--- src/sv/swm_pkg.sv ---
// Shared types and constants for the sliding window maximum block.
`default_nettype none
package swm_pkg;

   // configuration port
   localparam int CSR_ADDR_WIDTH = 3;
   localparam int CSR_DATA_WIDTH = 32;
   localparam int WINDOW_SIZE_WIDTH = 7;
   localparam logic [WINDOW_SIZE_WIDTH-1:0] WINDOW_SIZE_RESET = 7'd1;
   localparam logic CSR_IDX_WINDOW_SIZE = 1'b0;

   // request handed from the front queue to the deque engine
   typedef struct packed {
      logic valid;
      logic start;
   } swm_item_ctl_type;

   typedef enum logic [2:0] {
      BK_IDLE,
      BK_FRONT,
      BK_BACK_RD,
      BK_BACK_CMP,
      BK_WRITE,
      BK_HEAD_RD,
      BK_OUT
   } swm_back_state_type;

endpackage
`default_nettype wire

--- src/sv/swm_req_if.sv ---
// Request channel: one signed sample and a sequence start flag.
`default_nettype none
interface swm_req_if #(
   parameter int SAMPLE_WIDTH = 16
) ();
   logic                           valid;
   logic                           ready;
   logic signed [SAMPLE_WIDTH-1:0] sample_value;
   logic                           sequence_start;

   modport source (output valid, sample_value, sequence_start, input ready);
   modport sink   (input valid, sample_value, sequence_start, output ready);
endinterface
`default_nettype wire

--- src/sv/swm_rsp_if.sv ---
// Response channel: window maximum.
`default_nettype none
interface swm_rsp_if #(
   parameter int SAMPLE_WIDTH = 16
) ();
   logic                           valid;
   logic                           ready;
   logic signed [SAMPLE_WIDTH-1:0] window_max;

   modport source (output valid, window_max, input ready);
   modport sink   (input valid, window_max, output ready);
endinterface
`default_nettype wire

--- src/sv/swm_front.sv ---
// Request intake: accepts samples into a short queue ahead of the deque engine.
`default_nettype none
module swm_front #(
   parameter int SAMPLE_WIDTH = 16
) (
   input  wire logic                           clock,
   input  wire logic                           reset,
   swm_req_if.sink                             req_bus,
   output      swm_pkg::swm_item_ctl_type      item_ctl,
   output      logic signed [SAMPLE_WIDTH-1:0] item_sample,
   input  wire logic                           item_ready
);
   import swm_pkg::*;

   localparam int QUEUE_DEPTH = 4;
   localparam int QAW = $clog2(QUEUE_DEPTH);
   localparam int QCW = $clog2(QUEUE_DEPTH + 1);

   logic signed [SAMPLE_WIDTH-1:0] sample_q_ff [QUEUE_DEPTH];
   logic [QUEUE_DEPTH-1:0]         start_q_ff;
   logic [QAW-1:0]                 wr_ptr_ff, wr_ptr_in;
   logic [QAW-1:0]                 rd_ptr_ff, rd_ptr_in;
   logic [QCW-1:0]                 fill_ff, fill_in;
   logic                           push, pop;

   assign req_bus.ready = (fill_ff < QCW'(QUEUE_DEPTH));
   assign push = req_bus.valid && req_bus.ready;

   assign item_ctl    = '{valid: (fill_ff != '0), start: start_q_ff[rd_ptr_ff]};
   assign item_sample = sample_q_ff[rd_ptr_ff];
   assign pop         = item_ctl.valid && item_ready;

   always_comb begin
      wr_ptr_in = push ? wr_ptr_ff + QAW'(1) : wr_ptr_ff;
      rd_ptr_in = pop ? rd_ptr_ff + QAW'(1) : rd_ptr_ff;
      fill_in   = fill_ff;
      if (push && !pop) begin
         fill_in = fill_ff + QCW'(1);
      end else if (pop && !push) begin
         fill_in = fill_ff - QCW'(1);
      end
   end

   always_ff @(posedge clock) begin
      if (reset) begin
         wr_ptr_ff <= '0;
         rd_ptr_ff <= '0;
         fill_ff   <= '0;
      end else begin
         wr_ptr_ff <= wr_ptr_in;
         rd_ptr_ff <= rd_ptr_in;
         fill_ff   <= fill_in;
      end
   end

   always_ff @(posedge clock) begin
      if (push) begin
         sample_q_ff[wr_ptr_ff] <= req_bus.sample_value;
         start_q_ff[wr_ptr_ff]  <= req_bus.sequence_start;
      end
   end

endmodule
`default_nettype wire

--- src/sv/swm_back.sv ---
// Deque engine: monotone candidate deque in a RAM, one compare per pop, output register.
`default_nettype none
module swm_back #(
   parameter int WINDOW_MAX   = 64,
   parameter int SAMPLE_WIDTH = 16
) (
   input  wire logic                                      clock,
   input  wire logic                                      reset,
   input  wire swm_pkg::swm_item_ctl_type                 item_ctl,
   input  wire logic signed [SAMPLE_WIDTH-1:0]            item_sample,
   output      logic                                      item_ready,
   input  wire logic [swm_pkg::WINDOW_SIZE_WIDTH-1:0]     window_size,
   input  wire logic                                      window_clear,
   swm_rsp_if.source                                      rsp_bus
);
   import swm_pkg::*;

   localparam int IW = $clog2(WINDOW_MAX);
   localparam int CW = $clog2(WINDOW_MAX + 1);
   localparam int PW = $clog2(2 * WINDOW_MAX);
   localparam int POS_LAST = 2 * WINDOW_MAX - 1;
   localparam int ENTRY_W = SAMPLE_WIDTH + PW;

   swm_back_state_type state_ff, state_in;

   logic [ENTRY_W-1:0]             mem [WINDOW_MAX];
   logic [ENTRY_W-1:0]             rd_data_ff;
   logic [IW-1:0]                  rd_addr;
   logic [IW-1:0]                  wr_addr;
   logic                           wr_en;

   logic [IW-1:0]                  head_ff, head_in;
   logic [CW-1:0]                  count_ff, count_in;
   logic [PW-1:0]                  pos_ff, pos_in;
   logic [CW-1:0]                  seen_ff, seen_in;
   logic signed [SAMPLE_WIDTH-1:0] key_ff, key_in;
   logic                           out_valid_ff, out_valid_in;
   logic signed [SAMPLE_WIDTH-1:0] out_data_ff, out_data_in;

   logic [CW-1:0]                  win;
   logic signed [SAMPLE_WIDTH-1:0] rd_value;
   logic [PW-1:0]                  rd_pos;
   logic [PW:0]                    age;
   logic [IW:0]                    back_sum, tail_sum, head_sum;
   logic [IW-1:0]                  back_idx, tail_idx, head_next;
   logic [CW-1:0]                  seen_next;
   logic                           take_item, front_expire, back_drop;
   logic                           need_result, out_load;

   // window size 0 acts as 1, oversize saturates
   always_comb begin
      if (window_size == '0) begin
         win = CW'(1);
      end else if (32'(window_size) > WINDOW_MAX) begin
         win = CW'(WINDOW_MAX);
      end else begin
         win = CW'(window_size);
      end
   end

   assign rd_value = $signed(rd_data_ff[ENTRY_W-1 -: SAMPLE_WIDTH]);
   assign rd_pos   = rd_data_ff[PW-1:0];

   // age of the front entry, positions wrap at twice the window bound
   always_comb begin
      if (pos_ff >= rd_pos) begin
         age = {1'b0, pos_ff} - {1'b0, rd_pos};
      end else begin
         age = {1'b0, pos_ff} + (PW+1)'(2 * WINDOW_MAX) - {1'b0, rd_pos};
      end
   end

   always_comb begin
      back_sum = {1'b0, head_ff} + (IW+1)'(count_ff) - (IW+1)'(1);
      tail_sum = {1'b0, head_ff} + (IW+1)'(count_ff);
      head_sum = {1'b0, head_ff} + (IW+1)'(1);
      back_idx  = (back_sum >= (IW+1)'(WINDOW_MAX)) ?
                  IW'(back_sum - (IW+1)'(WINDOW_MAX)) : IW'(back_sum);
      tail_idx  = (tail_sum >= (IW+1)'(WINDOW_MAX)) ?
                  IW'(tail_sum - (IW+1)'(WINDOW_MAX)) : IW'(tail_sum);
      head_next = (head_sum >= (IW+1)'(WINDOW_MAX)) ?
                  IW'(head_sum - (IW+1)'(WINDOW_MAX)) : IW'(head_sum);
      seen_next = (seen_ff < win) ? seen_ff + CW'(1) : seen_ff;
   end

   assign take_item    = (state_ff == BK_IDLE) && item_ctl.valid;
   assign front_expire = (count_ff != '0) && (age >= (PW+1)'(win));
   assign back_drop    = (rd_value < key_ff);
   assign need_result  = (seen_next >= win);
   assign out_load     = !out_valid_ff || rsp_bus.ready;

   // next state
   always_comb begin
      state_in = state_ff;
      unique case (state_ff)
         BK_IDLE: begin
            if (item_ctl.valid) begin
               state_in = BK_FRONT;
            end
         end
         BK_FRONT: begin
            state_in = BK_BACK_RD;
         end
         BK_BACK_RD: begin
            state_in = (count_ff == '0) ? BK_WRITE : BK_BACK_CMP;
         end
         BK_BACK_CMP: begin
            state_in = back_drop ? BK_BACK_RD : BK_WRITE;
         end
         BK_WRITE: begin
            state_in = need_result ? BK_HEAD_RD : BK_IDLE;
         end
         BK_HEAD_RD: begin
            state_in = BK_OUT;
         end
         BK_OUT: begin
            if (out_load) begin
               state_in = BK_IDLE;
            end
         end
         default: begin
            state_in = BK_IDLE;
         end
      endcase
   end

   // state outputs
   always_comb begin
      item_ready = 1'b0;
      rd_addr    = head_ff;
      wr_en      = 1'b0;
      wr_addr    = tail_idx;
      unique case (state_ff)
         BK_IDLE: begin
            item_ready = 1'b1;
         end
         BK_BACK_RD: begin
            rd_addr = back_idx;
         end
         BK_WRITE: begin
            wr_en = (count_ff < CW'(WINDOW_MAX));
         end
         BK_FRONT, BK_BACK_CMP, BK_HEAD_RD, BK_OUT: begin
         end
         default: begin
         end
      endcase
   end

   // datapath
   always_comb begin
      head_in      = head_ff;
      count_in     = count_ff;
      pos_in       = pos_ff;
      seen_in      = seen_ff;
      key_in       = key_ff;
      out_valid_in = out_valid_ff && !rsp_bus.ready;
      out_data_in  = out_data_ff;
      unique case (state_ff)
         BK_IDLE: begin
            if (take_item) begin
               key_in = item_sample;
            end
            if (window_clear || (take_item && item_ctl.start)) begin
               head_in  = '0;
               count_in = '0;
               pos_in   = '0;
               seen_in  = '0;
            end
         end
         BK_FRONT: begin
            if (front_expire) begin
               head_in  = head_next;
               count_in = count_ff - CW'(1);
            end
         end
         BK_BACK_CMP: begin
            if (back_drop) begin
               count_in = count_ff - CW'(1);
            end
         end
         BK_WRITE: begin
            if (wr_en) begin
               count_in = count_ff + CW'(1);
            end
            pos_in  = (pos_ff == PW'(POS_LAST)) ? '0 : pos_ff + PW'(1);
            seen_in = seen_next;
         end
         BK_OUT: begin
            if (out_load) begin
               out_valid_in = 1'b1;
               out_data_in  = rd_value;
            end
         end
         BK_BACK_RD, BK_HEAD_RD: begin
         end
         default: begin
         end
      endcase
   end

   always_ff @(posedge clock) begin
      if (reset) begin
         state_ff     <= BK_IDLE;
         head_ff      <= '0;
         count_ff     <= '0;
         pos_ff       <= '0;
         seen_ff      <= '0;
         out_valid_ff <= 1'b0;
      end else begin
         state_ff     <= state_in;
         head_ff      <= head_in;
         count_ff     <= count_in;
         pos_ff       <= pos_in;
         seen_ff      <= seen_in;
         out_valid_ff <= out_valid_in;
      end
   end

   always_ff @(posedge clock) begin
      key_ff      <= key_in;
      out_data_ff <= out_data_in;
   end

   always_ff @(posedge clock) begin
      if (wr_en) begin
         mem[wr_addr] <= {key_ff, pos_ff};
      end
      rd_data_ff <= mem[rd_addr];
   end

   assign rsp_bus.valid      = out_valid_ff;
   assign rsp_bus.window_max = out_data_ff;

endmodule
`default_nettype wire

--- src/sv/sliding_window_maximum.sv ---
// Sliding window maximum filter: top level with register port, intake queue and deque engine.
// Each accepted sample moves from the intake queue through the engine states FRONT (expire the
//   front entry), BACK_RD and BACK_CMP per back entry compared (no BACK_CMP once the deque is
//   empty), WRITE, and HEAD_RD and OUT when a response is due, OUT waiting for the response port.
//   The engine takes no new sample until back in IDLE; the intake queue accepts until full.
// Synchronous active-high reset empties queue and deque and sets window_size to 1.
`default_nettype none
module sliding_window_maximum #(
   parameter int WINDOW_MAX   = 64,
   parameter int SAMPLE_WIDTH = 16
) (
   input  wire logic                                 clock,
   input  wire logic                                 reset,
   swm_req_if.sink                                   req_bus,
   swm_rsp_if.source                                 rsp_bus,
   input  wire logic                                 psel,
   input  wire logic                                 penable,
   input  wire logic                                 pwrite,
   input  wire logic [swm_pkg::CSR_ADDR_WIDTH-1:0]   paddr,
   input  wire logic [swm_pkg::CSR_DATA_WIDTH-1:0]   pwdata,
   output      logic [swm_pkg::CSR_DATA_WIDTH-1:0]   prdata,
   output      logic                                 pready
);
   import swm_pkg::*;

   logic [WINDOW_SIZE_WIDTH-1:0]   window_size_ff, window_size_in;
   logic                           csr_index;
   logic                           window_wr;
   swm_item_ctl_type               item_ctl;
   logic signed [SAMPLE_WIDTH-1:0] item_sample;
   logic                           item_ready;

   assign pready    = 1'b1;
   assign csr_index = paddr[CSR_ADDR_WIDTH-1];
   assign window_wr = psel && penable && pwrite && (csr_index == CSR_IDX_WINDOW_SIZE);

   assign window_size_in = window_wr ? pwdata[WINDOW_SIZE_WIDTH-1:0] : window_size_ff;

   always_ff @(posedge clock) begin
      if (reset) begin
         window_size_ff <= WINDOW_SIZE_RESET;
      end else begin
         window_size_ff <= window_size_in;
      end
   end

   always_comb begin
      prdata = '0;
      if (csr_index == CSR_IDX_WINDOW_SIZE) begin
         prdata = CSR_DATA_WIDTH'(window_size_ff);
      end
   end

   swm_front #(
      .SAMPLE_WIDTH (SAMPLE_WIDTH)
   ) u_front (
      .clock       (clock),
      .reset       (reset),
      .req_bus     (req_bus),
      .item_ctl    (item_ctl),
      .item_sample (item_sample),
      .item_ready  (item_ready)
   );

   swm_back #(
      .WINDOW_MAX   (WINDOW_MAX),
      .SAMPLE_WIDTH (SAMPLE_WIDTH)
   ) u_back (
      .clock        (clock),
      .reset        (reset),
      .item_ctl     (item_ctl),
      .item_sample  (item_sample),
      .item_ready   (item_ready),
      .window_size  (window_size_ff),
      .window_clear (window_wr),
      .rsp_bus      (rsp_bus)
   );

endmodule
`default_nettype wire

--- src/flat_wrapper.sv ---
// flat-port wrapper written by rule: the top's interface ports become plain ports
module sliding_window_maximum_flat import swm_pkg::*;
#(
   parameter int WINDOW_MAX   = 64,
   parameter int SAMPLE_WIDTH = 16
)
  (clock, reset, psel, penable, pwrite, paddr, pwdata, prdata, pready, req_bus_valid, req_bus_sample_value, req_bus_sequence_start, req_bus_ready, rsp_bus_valid, rsp_bus_window_max, rsp_bus_ready);
  swm_req_if #(.SAMPLE_WIDTH(SAMPLE_WIDTH)) req_bus_i ();
  swm_rsp_if #(.SAMPLE_WIDTH(SAMPLE_WIDTH)) rsp_bus_i ();
  input  wire logic clock;
  input  wire logic reset;
  input  wire logic psel;
  input  wire logic penable;
  input  wire logic pwrite;
  input  wire logic [swm_pkg::CSR_ADDR_WIDTH-1:0] paddr;
  input  wire logic [swm_pkg::CSR_DATA_WIDTH-1:0] pwdata;
  output      logic [swm_pkg::CSR_DATA_WIDTH-1:0] prdata;
  output      logic pready;
  input wire logic [$bits(req_bus_i.valid)-1:0] req_bus_valid;
  input wire logic [$bits(req_bus_i.sample_value)-1:0] req_bus_sample_value;
  input wire logic [$bits(req_bus_i.sequence_start)-1:0] req_bus_sequence_start;
  output wire logic [$bits(req_bus_i.ready)-1:0] req_bus_ready;
  output wire logic [$bits(rsp_bus_i.valid)-1:0] rsp_bus_valid;
  output wire logic [$bits(rsp_bus_i.window_max)-1:0] rsp_bus_window_max;
  input wire logic [$bits(rsp_bus_i.ready)-1:0] rsp_bus_ready;
  assign req_bus_i.valid = req_bus_valid;
  assign req_bus_i.sample_value = req_bus_sample_value;
  assign req_bus_i.sequence_start = req_bus_sequence_start;
  assign req_bus_ready = req_bus_i.ready;
  assign rsp_bus_valid = rsp_bus_i.valid;
  assign rsp_bus_window_max = rsp_bus_i.window_max;
  assign rsp_bus_i.ready = rsp_bus_ready;
  sliding_window_maximum #(.WINDOW_MAX(WINDOW_MAX), .SAMPLE_WIDTH(SAMPLE_WIDTH)) u_core (.clock(clock), .reset(reset), .req_bus(req_bus_i), .rsp_bus(rsp_bus_i), .psel(psel), .penable(penable), .pwrite(pwrite), .paddr(paddr), .pwdata(pwdata), .prdata(prdata), .pready(pready));
endmodule
--- config.mk ---
export PLATFORM = sky130hd
export DESIGN_NAME = sliding_window_maximum_flat
export DESIGN_NICKNAME = d
export VERILOG_FILES = /design/src/sv/swm_pkg.sv /design/src/sv/swm_req_if.sv /design/src/sv/swm_rsp_if.sv /design/src/sv/swm_front.sv /design/src/sv/swm_back.sv /design/src/sv/sliding_window_maximum.sv /design/src/flat_wrapper.sv
export SDC_FILE = /design/constraint.sdc
export NUM_CORES = 2
export LEC_CHECK = 0
export BUFFER_PORTS_ARGS = -buffer_cell sky130_fd_sc_hd__buf_2
export CAP_MARGIN = 0
export CORE_AREA = 3 3 401 562
export DETAILED_ROUTE_END_ITERATION = 8
export DIE_AREA = 0 0 404 565
export PLACE_DENSITY = 0.47
export REMOVE_ABC_BUFFERS = 1
export SYNTH_ARGS = -nofsm -noshare
export SYNTH_HDL_FRONTEND = slang
export SYNTH_HIERARCHICAL = 1
export SYNTH_SLANG_ARGS = --single-unit
--- constraint.sdc ---
create_clock -name clock -period 12.45 [get_ports clock]
set_clock_uncertainty 0.1 [all_clocks]
set_input_delay 0 -clock clock [delete_from_list [all_inputs] [get_ports clock]]
set_output_delay 0 -clock clock [all_outputs]
set_load 0.05 [all_outputs]
==> impl_results.rst <==
.. list-table::
   :header-rows: 1

   * - Metric
     - Value
   * - Run status
     - finished, final reports clean
   * - PnR Total Power
     - 0.01832 W
   * - First DRT Iteration DRCs
     - 3197
   * - Sum of negative setup slack
     - 0 ns
   * - Clock Sink Count
     - 1642
   * - Overall overflow remaining after global route
     - 0
   * - CTS clk-pin slew, worst paths
     - 0.06 ns
   * - RSZ-0062 raised after global routing
     - no
   * - RD Place Congestion
     - 0.7516
   * - Hold violation count in the final report
     - 0
   * - Number of routed nets with antenna violations
     - 0
   * - Upper clock frequency limit
     - 166.8 MHz
   * - Proportion of layout cells with a drive suffix above 1
     - 0.1708
   * - TritonCTS clock tree
     - done
   * - Area Overhead vs Synth
     - 14.39%
   * - Portion of the post-synthesis area used by sequential elements
     - 0.7353
   * - Post-detailed-placement cell area
     - 69950 µm²
   * - Peak supply drop
     - 0.0002525 V
   * - Deepest level of the CTS H-tree
     - 4
   * - Die area
     - 228300 µm²
   * - Global-route track usage on met3
     - 0.01782
   * - Post-synthesis sequential element count
     - 1642
   * - XOR/XNOR Fraction of Synth Area
     - 0.003577
   * - Final Cell Area
     - 75620 µm²
   * - Global-route layer with the greatest usage
     - met2
   * - Delay of the slowest cell on the worst path
     - 0.82 ns
   * - Post-synth ARST share
     - 0
   * - Gate family responsible for the most delay along the worst path
     - buffers and inverters
   * - Kind of capture point of the worst setup path
     - flip-flop
   * - GR Util met2
     - 0.2690
   * - CORE AREA
     - 220500 µm²
   * - Number of synthesis warnings
     - 6
   * - Per-instance average area after synthesis
     - 16.73 µm²
   * - PostCTS Resize Cnt
     - 0
   * - Routed length per placed instance
     - 24.96 µm
   * - Slowest cell on the critical path
     - sky130_fd_sc_hd__buf_4
   * - Reported max-cap violation count
     - 0
   * - Total buffers and inverters traversed by the critical path
     - 3
   * - Adder-cell share of the synthesized area
     - 0.01314
   * - Crit share post-route
     - 0.4815
   * - Static leakage power
     - 24.83 nW
   * - Number of library cell types mapped by synthesis
     - 74
   * - Worst-case clock buffer depth
     - 4
   * - Top-level I/O count
     - 110
   * - Number of instances in the synthesized netlist
     - 3952
   * - Final number of setup-violating endpoints
     - 0
   * - Post-layout minimum cycle time
     - 5.995 ns
   * - First-pass DRT Iterations
     - 6
   * - Actual slew at the worst max-slew pin
     - 1.104 ns
   * - Number of enable flip-flop cells after synthesis
     - 1572
   * - GR met1 Demand/Resource
     - 0.1947
   * - Worst-case headroom to the max-slew limit
     - 0.2620
   * - Vias after detailed routing
     - 35.29k
   * - Worst endpoint required time
     - 13.00 ns
   * - Slew Viols, Final
     - 0
   * - Maximum fanout count along the critical path
     - 105
   * - Main combinational cell family by area after synthesis
     - multiplexers
   * - Final Hold Slack
     - 0.1946 ns
   * - Count of port buffers added during placement
     - 56
   * - Pwr/cell area
     - 242.2 nW/µm²
   * - Final Core Density
     - 0.3429
   * - Mux contribution to synthesized area
     - 0.1019
   * - Worst endpoint data arrival time
     - 6.55 ns
   * - Category of the critical setup timing path
     - flip-flop to flip-flop
   * - Multi-input combinational cell area
     - 16270 µm²
   * - Die outline width
     - 404 µm
   * - Primary FF master, synth
     - sky130_fd_sc_hd__edfxtp_1
   * - Type of origin of the critical path
     - flip-flop
   * - DRC violation count after routing
     - 0
   * - Total routing resource utilization after global routing
     - 0.1537
   * - Most common cell after layout, fill and taps aside
     - sky130_fd_sc_hd__edfxtp_1
   * - Net total in the final layout
     - 4258
   * - Wire length of the first global-routing pass
     - 256.0 mm
   * - Cell area after synthesis
     - 66110 µm²
   * - Number of buffers inserted during clock tree synthesis
     - 164
   * - Post-Route WL
     - 178.1 mm
   * - Clk root buf
     - sky130_fd_sc_hd__clkbuf_16
   * - Via count of the first global-routing pass
     - 35.50k
   * - Detailed placer's ending HPWL
     - 96.03 mm
   * - Initial Util
     - 0.2998
   * - Vias per cell
     - 4.944
   * - Sequential cell area
     - 48620 µm²
   * - Fraction of the mapped netlist area in compound gates
     - 0.05356
   * - Most frequent cells in the layout
     - sky130_fd_sc_hd__edfxtp_1, sky130_fd_sc_hd__nand2_1, sky130_fd_sc_hd__mux4_2
   * - Placement row count
     - 204
   * - Clock latency on the worst-skew pair
     - 0.79 ns
   * - Vertical extent of the die
     - 565 µm
   * - Worst min path class
     - input pin to flip-flop
   * - Number of antenna violations at the first check in global routing
     - 11
   * - Synthesized-area fraction occupied by and/or/nand/nor cells
     - 0.06924
   * - Maximum number of pins on one net before global-route repair
     - 159
   * - Cell-by-cell trace of the critical path
     - or3b_1 -> mux2i_4 -> buf_4 -> buf_4 -> buf_12 -> mux4_2 -> mux2i_1 -> mux2i_1 -> mux2_2 -> a221o_1
   * - Fill cells
     - 21.14k
==> cell usage after synthesis, types with 6 or more instances <==
master / n / area share
sky130_fd_sc_hd__mux2i_1: 154 / 0.023
sky130_fd_sc_hd__a22oi_1: 24 / 0.0027
sky130_fd_sc_hd__and2_1: 94 / 0.0089
sky130_fd_sc_hd__ha_1: 63 / 0.012
sky130_fd_sc_hd__mux4_2: 199 / 0.068
sky130_fd_sc_hd__xnor2_1: 18 / 0.0024
sky130_fd_sc_hd__a211oi_1: 94 / 0.011
sky130_fd_sc_hd__nand3_1: 103 / 0.0078
sky130_fd_sc_hd__nor2_1: 114 / 0.0065
sky130_fd_sc_hd__o31ai_1: 8 / 0.00091
sky130_fd_sc_hd__clkbuf_1: 98 / 0.0056
sky130_fd_sc_hd__buf_2: 70 / 0.0053
sky130_fd_sc_hd__buf_6: 19 / 0.0032
sky130_fd_sc_hd__nand2_1: 577 / 0.033
sky130_fd_sc_hd__o221a_1: 22 / 0.0037
sky130_fd_sc_hd__and3_1: 52 / 0.0049
sky130_fd_sc_hd__inv_1: 39 / 0.0022
sky130_fd_sc_hd__a311oi_1: 89 / 0.012
sky130_fd_sc_hd__buf_4: 47 / 0.0053
sky130_fd_sc_hd__edfxtp_1: 1572 / 0.71
sky130_fd_sc_hd__nand4_1: 11 / 0.0010
sky130_fd_sc_hd__nor3_1: 7 / 0.00053
sky130_fd_sc_hd__a31oi_1: 94 / 0.0089
sky130_fd_sc_hd__mux2_2: 45 / 0.0077
sky130_fd_sc_hd__a21oi_1: 79 / 0.0060
sky130_fd_sc_hd__xor2_1: 9 / 0.0012
sky130_fd_sc_hd__o21ai_0: 27 / 0.0020
sky130_fd_sc_hd__nor2b_1: 12 / 0.0011
sky130_fd_sc_hd__dfxtp_1: 70 / 0.021
sky130_fd_sc_hd__a32o_1: 7 / 0.0011
sky130_fd_sc_hd__buf_1: 17 / 0.00097
sky130_fd_sc_hd__a21o_1: 20 / 0.0023
sky130_fd_sc_hd__or3_1: 6 / 0.00057
sky130_fd_sc_hd__nand2b_1: 20 / 0.0019
sky130_fd_sc_hd__and2b_2: 7 / 0.00093
sky130_fd_sc_hd__mux4_1: 6 / 0.0024
==> power by group <==
part | internal (W) | total [W] | switching (W)
logic | 0.00226 | 0.00665 | 0.00438
registers | 0.00677 | 0.00693 | 0.000167
clock network | 0.00267 | 0.00474 | 0.00206
total | 0.0117 | 0.0183 | 0.00661
==> metrics by stage <==
stage,instances,setup WS [ns]
CTS,7134,6.362
global placement,6783,6.421
detailed placement,6783,6.411
global route,7135,6.083
floorplan,3723,-3.600
finish,7137,6.455
==> registers in the layout, indices dropped and copies added, names as in the netlist, named ones only <==
register	count
u_core/u_front/rd_ptr_ff	2
u_core/u_front/wr_ptr_ff	2
u_core/u_back/rd_data_ff	23
u_core/u_back/key_ff	16
u_core/u_back/state_ff	3
u_core/u_back/rsp_bus.window_max	16
u_core/u_back/count_ff	7
u_core/u_back/seen_ff	7
u_core/u_back/pos_ff	7
u_core/window_size_ff	7
u_core/u_front/start_q_ff	4
u_core/u_back/head_ff	6
u_core/u_back/rsp_bus.valid	1
u_core/u_front/sample_q_ff	64
u_core/u_front/fill_ff	3
u_core/u_back/mem	1472
==> metal layers <==
layer	routed length, µm	share of wire
met1	73830	0.41
met2	89990	0.51
met3	7387	0.041
met4	6895	0.039
met5	0	0
==> cells by family (layout without fill, tap and decap cells) <==
| group | after synthesis | count (layout) |
|---|---|---|
| buffers and inverters | 293 | 567 |
| flip-flops | 1642 | 1642 |
| other | 2 | 29 |
| adder cells (fa/ha/maj) | 67 | 67 |
| XOR/XNOR | 27 | 27 |
| AND/OR/NAND/NOR | 1023 | 1023 |
| AO/OA/AOI/OAI | 491 | 491 |
| multiplexers | 407 | 407 |
==> cell type report <==
| type | instances | area share |
|---|---|---|
| inverter | 40 | 0.001986 |
| clock buffer | 200 | 0.05676 |
| timing repair buffer | 243 | 0.02614 |
| tap | 2884 | 0.04772 |
| multi-input combinational | 2041 | 0.2152 |
| sequential | 1642 | 0.6429 |
| antenna | 3 | 0.00009928 |
| clock inverter | 84 | 0.009150 |
==> worst min-delay path, stage by stage <==
cell                            delay [ns]
sky130_fd_sc_hd__dlygate4sd3_1        0.53
sky130_fd_sc_hd__buf_2                0.11
sky130_fd_sc_hd__nor2b_1              0.19
sky130_fd_sc_hd__xnor2_1              0.16
sky130_fd_sc_hd__nor2_1               0.04
==> worst paths after layout <==
check / cells past startpoint / start / slack, ns / end
min: 5 / req_bus_valid / 0.19 / u_core/u_front/wr_ptr_ff[0]
min reg2reg: 0 / u_core/u_back/rd_data_ff[7] / 0.40 / u_core/u_back/rsp_bus.window_max[0]
max: 10 / u_core/u_back/state_ff[2] / 6.45 / u_core/u_back/rd_data_ff[21]
max reg2reg: 10 / u_core/u_back/state_ff[2] / 6.45 / u_core/u_back/rd_data_ff[21]
==> repair_timing <==
item                                   CTS  global route
buffers inserted                         0             0
endpoints found under the hold margin  114             0
hold buffers                            67             0
No activity file was read; power rests on OpenSTA's default activity.
